--- src/rtl/dqsd_pkg.sv ---
// ----------------------------------------------------------------------------
// dqsd_pkg: shared types and constants
// Request and response formats, action codes and status codes.
// ----------------------------------------------------------------------------
package dqsd_pkg;

   localparam int DEPTH_DEF       = 16;
   localparam int VALUE_WIDTH_DEF = 32;

   typedef enum logic [2:0] {
      ACT_PUSH_BACK  = 3'd0,
      ACT_PUSH_FRONT = 3'd1,
      ACT_POP_FRONT  = 3'd2,
      ACT_PEEK_FRONT = 3'd3,
      ACT_SEARCH     = 3'd4,
      ACT_DELETE     = 3'd5,
      ACT_CLEAR      = 3'd6,
      ACT_NOP        = 3'd7
   } action_type;

   typedef enum logic [1:0] {
      ST_DONE  = 2'd0,
      ST_EMPTY = 2'd1,
      ST_FULL  = 2'd2,
      ST_RSVD  = 2'd3
   } status_type;

   typedef struct packed {
      logic [2:0]  action;
      logic [31:0] value;
   } req_type;

   typedef struct packed {
      logic [1:0]  status;
      logic [31:0] result_value;
      logic [4:0]  entry_count;
   } rsp_type;

endpackage

--- src/rtl/deque_with_search_delete_top.sv ---
// ----------------------------------------------------------------------------
// deque_with_search_delete_top: deque with masked search and delete
// Ring buffer in one memory; physical slot = (head + position) mod DEPTH.
// Push, clear and no-op go from accept straight to S_RESP; pop and peek first
// read the front entry. Search checks entries from the front in turn. Delete:
// search first, then a read and a write per entry moved to close the gap (the shorter side is shifted).
// Next request taken once the previous has moved to the response register.
// Synchronous reset clears count and head and sets the mask to all ones.
// ----------------------------------------------------------------------------
module deque_with_search_delete_top #(
   parameter int DEPTH       = dqsd_pkg::DEPTH_DEF,
   parameter int VALUE_WIDTH = dqsd_pkg::VALUE_WIDTH_DEF
) (
   input  logic                clock,
   input  logic                reset,
   input  logic                req_valid,
   output logic                req_stall,
   input  dqsd_pkg::req_type   req_data,
   output logic                rsp_valid,
   input  logic                rsp_stall,
   output dqsd_pkg::rsp_type   rsp_data,
   input  logic                csr_wr_en,
   input  logic [31:0]         csr_wr_data
);
   import dqsd_pkg::*;

   localparam int AW = $clog2(DEPTH);
   localparam int CW = $clog2(DEPTH + 1);

   typedef enum logic [5:0] {
      S_IDLE  = 6'b000001,
      S_SCAN  = 6'b000010,
      S_CHECK = 6'b000100,
      S_MOVRD = 6'b001000,
      S_MOVWR = 6'b010000,
      S_RESP  = 6'b100000
   } state_type;

   state_type              state_ff, state_in;
   logic [AW-1:0]          head_ff, head_in;
   logic [CW-1:0]          count_ff, count_in;
   logic [31:0]            mask_ff;
   logic [2:0]             act_ff, act_in;
   logic [VALUE_WIDTH-1:0] key_ff, key_in;
   logic [CW-1:0]          pos_ff, pos_in;
   logic                   front_ff, front_in;
   logic [1:0]             st_ff, st_in;
   logic [31:0]            res_ff, res_in;
   logic                   rv_ff, rv_in;
   logic [1:0]             ost_ff, ost_in;
   logic [31:0]            ores_ff, ores_in;
   logic [CW-1:0]          ocnt_ff, ocnt_in;

   logic                   wr_en;
   logic [AW-1:0]          wr_addr, rd_addr;
   logic [VALUE_WIDTH-1:0] wr_data, rd_data, move_ff;
   logic                   accept;
   logic                   hit;

   dqsd_ring #(.DEPTH(DEPTH), .VALUE_WIDTH(VALUE_WIDTH)) u_ring (
      .clock  (clock),
      .wr_en  (wr_en),
      .wr_addr(wr_addr),
      .wr_data(wr_data),
      .rd_addr(rd_addr),
      .rd_data(rd_data)
   );

   function automatic logic [AW-1:0] slot(input logic [AW-1:0] h, input logic [CW-1:0] p);
      logic [CW:0] s;
      s = CW'(h) + {1'b0, p};
      if (s >= (CW+1)'(DEPTH)) begin
         s = s - (CW+1)'(DEPTH);
      end
      return s[AW-1:0];
   endfunction

   assign req_stall = (state_ff != S_IDLE);
   assign accept    = req_valid && !req_stall;
   assign rsp_valid = rv_ff;
   assign rsp_data  = '{status: ost_ff, result_value: ores_ff, entry_count: 5'(ocnt_ff)};
   assign hit = (((32'(rd_data) ^ 32'(key_ff)) & mask_ff) == 32'd0);

   always_ff @(posedge clock) begin
      if (reset) begin
         mask_ff <= 32'hFFFF_FFFF;
      end else if (csr_wr_en) begin
         mask_ff <= csr_wr_data;
      end
   end

   always_comb begin
      state_in = state_ff;
      head_in  = head_ff;
      count_in = count_ff;
      act_in   = act_ff;
      key_in   = key_ff;
      pos_in   = pos_ff;
      front_in = front_ff;
      st_in    = st_ff;
      res_in   = res_ff;
      rv_in    = rv_ff && rsp_stall;
      ost_in   = ost_ff;
      ores_in  = ores_ff;
      ocnt_in  = ocnt_ff;
      wr_en    = 1'b0;
      wr_addr  = slot(head_ff, pos_ff);
      wr_data  = key_ff;
      rd_addr  = slot(head_ff, pos_ff);
      unique case (state_ff)
         S_IDLE: begin
            if (accept) begin
               act_in = req_data.action;
               key_in = VALUE_WIDTH'(req_data.value);
               pos_in = '0;
               st_in  = ST_DONE;
               res_in = '0;
               rd_addr = head_ff;
               unique case (action_type'(req_data.action))
                  ACT_PUSH_BACK, ACT_PUSH_FRONT: begin
                     if (count_ff == CW'(DEPTH)) begin
                        st_in = ST_FULL;
                     end else begin
                        wr_en   = 1'b1;
                        wr_data = VALUE_WIDTH'(req_data.value);
                        if (req_data.action == ACT_PUSH_BACK) begin
                           wr_addr = slot(head_ff, count_ff);
                        end else begin
                           wr_addr = (head_ff == '0) ? AW'(DEPTH - 1) : head_ff - 1'b1;
                           head_in = wr_addr;
                        end
                        count_in = count_ff + 1'b1;
                     end
                     state_in = S_RESP;
                  end
                  ACT_POP_FRONT, ACT_PEEK_FRONT, ACT_SEARCH, ACT_DELETE: begin
                     if (count_ff == '0) begin
                        st_in    = ST_EMPTY;
                        state_in = S_RESP;
                     end else begin
                        state_in = S_CHECK;
                     end
                  end
                  ACT_CLEAR: begin
                     count_in = '0;
                     state_in = S_RESP;
                  end
                  default: state_in = S_RESP;
               endcase
            end
         end
         S_SCAN: begin
            state_in = S_CHECK;
         end
         S_CHECK: begin
            if (act_ff == ACT_POP_FRONT || act_ff == ACT_PEEK_FRONT || hit) begin
               res_in = 32'(rd_data);
               if (act_ff == ACT_POP_FRONT) begin
                  head_in  = slot(head_ff, CW'(1));
                  count_in = count_ff - 1'b1;
                  state_in = S_RESP;
               end else if (act_ff == ACT_DELETE) begin
                  front_in = (pos_ff < (count_ff >> 1));
                  if (pos_ff < (count_ff >> 1)) begin
                     if (pos_ff == '0) begin
                        head_in  = slot(head_ff, CW'(1));
                        count_in = count_ff - 1'b1;
                        state_in = S_RESP;
                     end else begin
                        pos_in   = pos_ff - 1'b1;
                        rd_addr  = slot(head_ff, pos_ff - 1'b1);
                        state_in = S_MOVRD;
                     end
                  end else if (pos_ff + 1'b1 == count_ff) begin
                     count_in = count_ff - 1'b1;
                     state_in = S_RESP;
                  end else begin
                     pos_in   = pos_ff + 1'b1;
                     rd_addr  = slot(head_ff, pos_ff + 1'b1);
                     state_in = S_MOVRD;
                  end
               end else begin
                  state_in = S_RESP;
               end
            end else if (pos_ff + 1'b1 == count_ff) begin
               st_in    = ST_EMPTY;
               state_in = S_RESP;
            end else begin
               pos_in   = pos_ff + 1'b1;
               rd_addr  = slot(head_ff, pos_ff + 1'b1);
               state_in = S_SCAN;
            end
         end
         S_MOVRD: begin
            // rd_data holds entry at pos_ff; write it one step towards the gap
            state_in = S_MOVWR;
         end
         S_MOVWR: begin
            wr_en   = 1'b1;
            wr_data = move_ff;
            if (front_ff) begin
               wr_addr = slot(head_ff, pos_ff + 1'b1);
               if (pos_ff == '0) begin
                  head_in  = slot(head_ff, CW'(1));
                  count_in = count_ff - 1'b1;
                  state_in = S_RESP;
               end else begin
                  pos_in   = pos_ff - 1'b1;
                  rd_addr  = slot(head_ff, pos_ff - 1'b1);
                  state_in = S_MOVRD;
               end
            end else begin
               wr_addr = slot(head_ff, pos_ff - 1'b1);
               if (pos_ff + 1'b1 == count_ff) begin
                  count_in = count_ff - 1'b1;
                  state_in = S_RESP;
               end else begin
                  pos_in   = pos_ff + 1'b1;
                  rd_addr  = slot(head_ff, pos_ff + 1'b1);
                  state_in = S_MOVRD;
               end
            end
         end
         S_RESP: begin
            if (!rv_ff || !rsp_stall) begin
               rv_in    = 1'b1;
               ost_in   = st_ff;
               ores_in  = res_ff;
               ocnt_in  = count_ff;
               state_in = S_IDLE;
            end
         end
         default: state_in = S_IDLE;
      endcase
   end

   always_ff @(posedge clock) begin
      if (reset) begin
         state_ff <= S_IDLE;
         head_ff  <= '0;
         count_ff <= '0;
         rv_ff    <= 1'b0;
      end else begin
         state_ff <= state_in;
         head_ff  <= head_in;
         count_ff <= count_in;
         rv_ff    <= rv_in;
      end
   end

   always_ff @(posedge clock) begin
      act_ff   <= act_in;
      key_ff   <= key_in;
      pos_ff   <= pos_in;
      front_ff <= front_in;
      st_ff    <= st_in;
      res_ff   <= res_in;
      ost_ff   <= ost_in;
      ores_ff  <= ores_in;
      ocnt_ff  <= ocnt_in;
      if (state_ff == S_MOVRD) begin
         move_ff <= rd_data;
      end
   end

   a_count_range: assert property (@(posedge clock) disable iff (reset)
      count_ff <= CW'(DEPTH)) else $error("count above depth");
   a_count_step: assert property (@(posedge clock) disable iff (reset)
      (state_ff != S_IDLE || !accept) && count_ff != $past(count_ff) && !$past(reset)
      |-> count_ff == $past(count_ff) - 1'b1 || count_ff == $past(count_ff) + 1'b1
          || count_ff == '0) else $error("count jumped");
   a_full_status: assert property (@(posedge clock) disable iff (reset)
      rsp_valid && rsp_data.status == ST_FULL |-> rsp_data.entry_count == 5'(DEPTH))
      else $error("full status with room");
   a_busy_stall: assert property (@(posedge clock) disable iff (reset)
      state_ff != S_IDLE |-> req_stall) else $error("accepting while busy");

endmodule

--- src/rtl/dqsd_ring.sv ---
// ----------------------------------------------------------------------------
// dqsd_ring: ring buffer storage
// Synchronous memory with one write port and one registered read port.
// ----------------------------------------------------------------------------
module dqsd_ring #(
   parameter int DEPTH       = 16,
   parameter int VALUE_WIDTH = 32
) (
   input  logic                     clock,
   input  logic                     wr_en,
   input  logic [$clog2(DEPTH)-1:0] wr_addr,
   input  logic [VALUE_WIDTH-1:0]   wr_data,
   input  logic [$clog2(DEPTH)-1:0] rd_addr,
   output logic [VALUE_WIDTH-1:0]   rd_data
);
   logic [VALUE_WIDTH-1:0] mem [DEPTH];

   always_ff @(posedge clock) begin
      if (wr_en) begin
         mem[wr_addr] <= wr_data;
      end
      rd_data <= mem[rd_addr];
   end
endmodule

--- config.mk ---
export PLATFORM = sky130hd
export DESIGN_NAME = deque_with_search_delete_top
export DESIGN_NICKNAME = d
export VERILOG_FILES = /design/src/rtl/dqsd_pkg.sv /design/src/rtl/deque_with_search_delete_top.sv /design/src/rtl/dqsd_ring.sv
export SDC_FILE = /design/constraint.sdc
export NUM_CORES = 1
export LEC_CHECK = 0
export ABC_CLOCK_PERIOD_IN_PS = 5500
export BUFFER_PORTS_ARGS = -buffer_cell sky130_fd_sc_hd__buf_2
export CAP_MARGIN = 20
export CORE_UTILIZATION = 30
export DETAILED_ROUTE_END_ITERATION = 8
export GPL_TIMING_DRIVEN = 1
export PLACE_DENSITY = 0.42
export SYNTH_ARGS = -nofsm -noshare
export SYNTH_HDL_FRONTEND = slang
export SYNTH_SLANG_ARGS = --single-unit
--- constraint.sdc ---
create_clock -name clock -period 5.5 [get_ports clock]
set_clock_uncertainty 0.1 [all_clocks]
set_input_delay 0.55 -clock clock [delete_from_list [all_inputs] [get_ports clock]]
set_output_delay 0.55 -clock clock [all_outputs]
set_load 0.05 [all_outputs]
* Word-level counts from Yosys, hierarchy flattened *
Memory sizes are Yosys's and may differ from the RTL's. A register that Yosys moved wholly into a read port is not among the register bits.
Cells that the tools add are included.

word-level totals
  register bits after elaboration = 194
  bits in latches = 0
  RAM bits = 512
  memory bits (read-only) = 0
  input port bits = 72
  output and inout bits = 41
  word-level logic and storage cells = 186
  memories = 1

operators by class
  $add $sub $neg = 15
  $mul = 0
  div/mod/pow operators = 0
  $lt $le $gt $ge = 6
  equality and inequality tests = 33
  shift operators = 0
  muxes and demuxes = 87
  bitwise operators = 3
  reductions and logical operators = 26

memories
  memory      depth  bits a word  rd ports  clocked after Yosys merged registers in  write ports  RTL line         RTL
  u_ring.mem  16     32           1         1                                        1            dqsd_ring.sv:16  logic [VALUE_WIDTH-1:0] mem [DEPTH];

operators by type and width
  operator               number
  $mux W32               5
  $pmux W32 S2           2
  $mux W4                29
  $mux W5                17
  $mux W6                12
  $pmux W6 S6            1
  $and A32 B32 Y32       1
  $logic_not A32 Y1      1
  $xor A32 B32 Y32       1
  $pmux W5 S3            2
  $add A4 B5 Y6          4
  $ge A6 B5 Y1 const B   4
  $pmux W4 S3            2
  $sub A4 B1 Y4 const B  6
  $ne A2 B2 Y1 const B   8
  $ne A3 B3 Y1 const B   5
  $eq A3 B2 Y1 const B   4
  $eq A3 B3 Y1 const B   4
  $reduce_and A4 Y1      3
  $add A5 B1 Y5 const B  2
  $logic_not A5 Y1       2
  $pmux W5 S2            1
  $sub A5 B1 Y5 const B  2
  $reduce_and A9 Y1      1
  33 further kinds       51

* Depth between registers and ports, before layout *
  depth after elaboration = 10
  depth in mapped cells = 16
  mapped depth without buffers = 14

* By module *
Synthesis repeated with hierarchy kept, for this count alone.

unflattened totals
  cells, all modules = 1716
  area total of the unflattened synthesis = 29562.1 sq um

modules (own cells, without submodules)
  module                        times used  cells an instance  area each (sq um)  sequential area each (sq um)
  dqsd_ring                     1           838                19836.5            16015.4
  deque_with_search_delete_top  1           878                9725.6             5345.1

* Worst setup path before layout *
OpenSTA, ideal clock, no wires.

  kind = reg-to-reg
  start point = reg state_ff[4]
  end point = mem u_ring.mem[11][0] (enable)
  setup time = 0.421 ns
  arrival = 4.246 ns
  data required time = 4.979 ns
  setup slack = 0.732 ns
  stages on the path, launching flop included = 14
  buffers on the path = 3
  period minus slack after synthesis = 4.768 ns
  cell sequence = dfxtp_1 clkbuf_1 nor2_1 and4b_1 clkbuf_1 nand2_1 inv_1 and2_1 clkbuf_1 o211ai_1 o211ai_1 o221a_2 nand2_1 nor2_1

between the ends
  word-level cells in the longest chain between the ends = 7
  elaborated cells between the ends (all ways) = 11
  classes of those cells = eq/ne: 3; mux: 6; reduce/logical: 2

RTL lines
  element                        RTL line                             RTL
  start, declared                deque_with_search_delete_top.sv:39   state_type state_ff, state_in;
  start signal, assigned         deque_with_search_delete_top.sv:244  state_ff <= state_in;
  $ne A6 B1 Y1                   deque_with_search_delete_top.sv:78   assign req_stall = (state_ff != S_IDLE);
  $logic_not A1 Y1               deque_with_search_delete_top.sv:79   assign accept = req_valid && !req_stall;
  $logic_and A1 B1 Y1            deque_with_search_delete_top.sv:79
  $mux W1                        deque_with_search_delete_top.sv:112  if (accept) begin
  $pmux W1 S2                    deque_with_search_delete_top.sv:110  unique case (state_ff)
  $mux W1                        dqsd_ring.sv:19                      if (wr_en) begin
  $mux W1 (implied by the code)  dqsd_ring.sv:20                      mem[wr_addr] <= wr_data;
  end, declared                  dqsd_ring.sv:16

Parallel ways exist; a longest one is shown, timed or not.

* Worst setup path in the final report *
  start point = reg pos_ff[0]
  end point = reg u_ring.rd_data[22] (read register of u_ring.mem)

between the ends
  word-level cells in the longest chain between the ends = 10
  elaborated cells between the ends (all ways) = 26
  classes of those cells = add/sub: 8; order compare: 4; eq/ne: 1; mux: 12; reduce/logical: 1

RTL lines
  element                                         RTL line                                                                                                       RTL
  start, declared                                 deque_with_search_delete_top.sv:45                                                                             logic [CW-1:0] pos_ff, pos_in;
  start signal, assigned                          deque_with_search_delete_top.sv:254                                                                            pos_ff <= pos_in;
  $add A5 B1 Y5 or $sub A5 B1 Y5 (tied branches)  --
  $add A4 B5 Y6                                   deque_with_search_delete_top.sv:71                                                                             s = CW'(h) + {1'b0, p};
  $ge A6 B5 Y1 or $sub A4 B1 Y4 (tied branches)   deque_with_search_delete_top.sv:72, deque_with_search_delete_top.sv:73
  $mux W4                                         deque_with_search_delete_top.sv:72                                                                             if (s >= (CW+1)'(DEPTH)) begin
  $mux W4, on equally long branches               deque_with_search_delete_top.sv:174, deque_with_search_delete_top.sv:185, deque_with_search_delete_top.sv:165
  $mux W4                                         deque_with_search_delete_top.sv:164                                                                            if (pos_ff < (count_ff >> 1)) begin
  $mux W4                                         deque_with_search_delete_top.sv:162                                                                            end else if (act_ff == ACT_DELETE) begin
  $mux W4                                         deque_with_search_delete_top.sv:158                                                                            if (act_ff == ACT_POP_FRONT) begin
  $mux W4                                         deque_with_search_delete_top.sv:156                                                                            if (act_ff == ACT_POP_FRONT || act_ff == ACT_PEEK_FRONT || hit) begin
  $pmux W4 S3 *                                   deque_with_search_delete_top.sv:110
  end, declared                                   dqsd_ring.sv:14                                                                                                output logic [VALUE_WIDTH-1:0] rd_data

Mark *: on every way between the ends. The rest lies on a longest branch, timed or not.
A chain may end at the register's enable or synchronous reset.

==> run metrics <==
run status finished clean; share of cells above drive strength 1 0.144; Core Box Area 100,000 um2; Worst Setup Start Kind flip-flop; Max-Cap Viols 0; starting density of the core 0.303; CP top delay family simple AND/OR/NAND/NOR gates; die extent in x 320 um; Detailed Route Iter0 Violations 1,565; Critical Path AT 5.19 ns; antenna violations before repair 6; CP endpoint kind flip-flop; Max clock buf depth 3; Syn. warnings 0; Final Wtd Congestion 0.841; cell area after layout 35,900 um2; Worst Tran Pin Value 1.04 ns; PnR worst setup slack 0.695 ns; Synth Net Count 2,205; IO Count 113; # rows 116; pre-CTS setup slack 0.649 ns; Die Area 103,000 um2; H-tree levels 3; peak supply drop 635 uV; Mapped Avg Cell Area 14.4 um2; fmax 0.208 GHz; most frequent cells in the layout 658 x edfxtp_1, 307 x nand2_1, 199 x mux2i_1; Final Slew Violations 0; Distinct cells, synth 72; worst r2r src pos_ff[0]$_DFFE_PP_; CTS tree done; GRT Residual Overflow 0; count of final hold-check violations 0; Post-synth EDFFs 658; Max FO, Critical Path 42; via density per instance 5.00; sequential share of the synthesized area 0.703; critical-path cell list inv_1 -> ha_1 -> xnor2_1 -> nand3_1 -> nor3_2 -> nor3_1 -> a221oi_1 -> o221ai_1 -> nor2_4 -> buf_4 -> mux2i_1 -> a22oi_1 -> o221ai_1; worst min path class in2reg; Min-Delay Startpoint req_data[26]; Num CTS Buffers 79; Final Cycle Share 0.874; routed len/inst 23.9 um; Port Buf Inserts 112; TNS Setup 0 ns; top cell type's share of synthesized area 0.650; GRT Util Overall 0.170; Post-Syn Area 30,400 um2; critical path required time 5.88 ns; unrepaired setup endpoints after global routing false; commonest non-fill, non-tap cell in the layout edfxtp_1; die height 320 um; WL final 87,900 um; via count 18,404; worst setup path class reg2reg; CTS sink count 738; most frequent CP cell o221ai_1; clk slew on worst S/H paths 0.06 ns; Static Leakage 12.9 nW; vias in the first global route 18,221; Nets 2,354; first-pass GRT wire length 127,000 um; Main synth FF type edfxtp_1; Root Buffer Master clkbuf_16; Post-DRT Antenna Nets 0; residual DRC count 0; min Tclk post-route 4.81 ns; Layout area overhead 18.1%; DRT Pass-1 Iters 7; slowest cell delay on critical path 0.68 ns; CP max stage cell nor2_4; crit path launch pos_ff[0]$_DFFE_PP_; placed cell area 32,900 um2; number of synthesized register bits 738; Syn Inst Count 2,107; Synth async-reset ratio 0; final setup fails 0; Slew Limit Headroom 0.300; largest net degree at the start of global routing 129; largest cells by area after synthesis edfxtp_1 65%, mux2i_1 6.6%, dfxtp_1 5.3%; clk_lat worst skew 0.63 ns; CP bufs+invs 2; PwrDens 668 nW/um2; post-DP HPWL 52,700 um; top cell type by total area after synthesis edfxtp_1
## synth_stat cells (29+ instances only)
cell type and number:
edfxtp_1 658, nand2_1 307, mux2i_1 199, a21oi_1 116, a22oi_1 81, dfxtp_1 80, clkbuf_1 73, a32o_1 65
nor2_1 58, xor2_1 43, o221ai_1 38, and2_1 36, nor2b_1 36, a211o_1 33, o21ai_0 30, buf_2 29
## state kept, by name (all words and copies together), names as in the netlist
register / flops
u_ring.rd_data: 32
ores_ff: 32
act_ff: 3
move_ff: 32
head_ff: 4
state_ff: 6
mask_ff: 32
count_ff: 5
ost_ff: 2
pos_ff: 5
key_ff: 32
res_ff: 32
front_ff: 1
ocnt_ff: 5
u_ring.mem: 512
st_ff: 2
rsp_valid: 1
## stage by stage
stage               cells  utilization  hold slack [ns]  total power [W]
detailed placement   3505        0.328            0.305           0.0187
CTS                  3677        0.357         0.000223           0.0242
global route         3679        0.358           0.0189           0.0253
finish               3680        0.358           0.0432           0.0240
global placement     3504        0.328            0.300           0.0186
floorplan            2107            -            0.300           0.0151
## logic make-up after synthesis
logic type               share of synthesized area
AO/OA/AOI/OAI                                0.105
adder cells (fa/ha/maj)                     0.0117
multiplexers                                0.0663
buffers and inverters                       0.0221
XOR/XNOR                                    0.0189
AND/OR/NAND/NOR                             0.0736
flip-flops                                   0.703
## final cells by class
type                            instances  area, um2
Clock inverter                         44        473
Tap cell                             1357       1700
Sequential cell                       738      21400
Timing Repair Buffer                  194       1560
Antenna cell                            1       2.50
Clock buffer                          103       2190
Fill cell                            9556      64400
Inverter                               19       71.3
Multi-Input combinational cell       1224       8540
## worst register-to-register path, cell delays in order, from the launching register on
cell and delay (ns):
edfxtp_1 0.57, inv_1 0.15, ha_1 0.41, xnor2_1 0.16
nand3_1 0.17, nor3_2 0.62, nor3_1 0.11, a221oi_1 0.26
o221ai_1 0.23, nor2_4 0.69, buf_4 0.62, mux2i_1 0.17
a22oi_1 0.23, o221ai_1 0.17
## path summary, 6_finish.rpt
check	endpoint	slack, ns	cells past startpoint
hold / removal	key_ff[26]$_DFFE_PP_	0.04	1
setup / recovery	u_ring.rd_data[22]$_DFF_P_	0.69	13
hold reg to reg	ores_ff[2]$_DFFE_PP_	0.32	0
setup reg to reg	u_ring.rd_data[22]$_DFF_P_	0.69	13
## timing repair
| item | 4_1_cts | 5_1_grt |
|---|---|---|
| setup endpoints to repair | 0 | 0 |
| resized for setup | 0 | 0 |
| setup buffers | 0 | 0 |
| hold endpoints to repair | 25 | 0 |
| hold buffers | 25 | 0 |
## per-layer routing
metal  vias up  track usage  wire [um]
met4         2       0.0574       2450
met3       123       0.0263       4110
met1      9368        0.233      40800
li1       8394            -          -
met2       517        0.272      40500
met5         -            0         13
## report_power, final
| group | internal, W | switching, W | total (W) | leakage (nW) |
|---|---|---|---|---|
| clock | 0.00320 | 0.00224 | 0.00544 | 1.31 |
| sequential | 0.00735 | 0.000546 | 0.00789 | 6.65 |
| combinational | 0.00386 | 0.00678 | 0.0106 | 4.92 |
(Power assumes the default switching activity.)
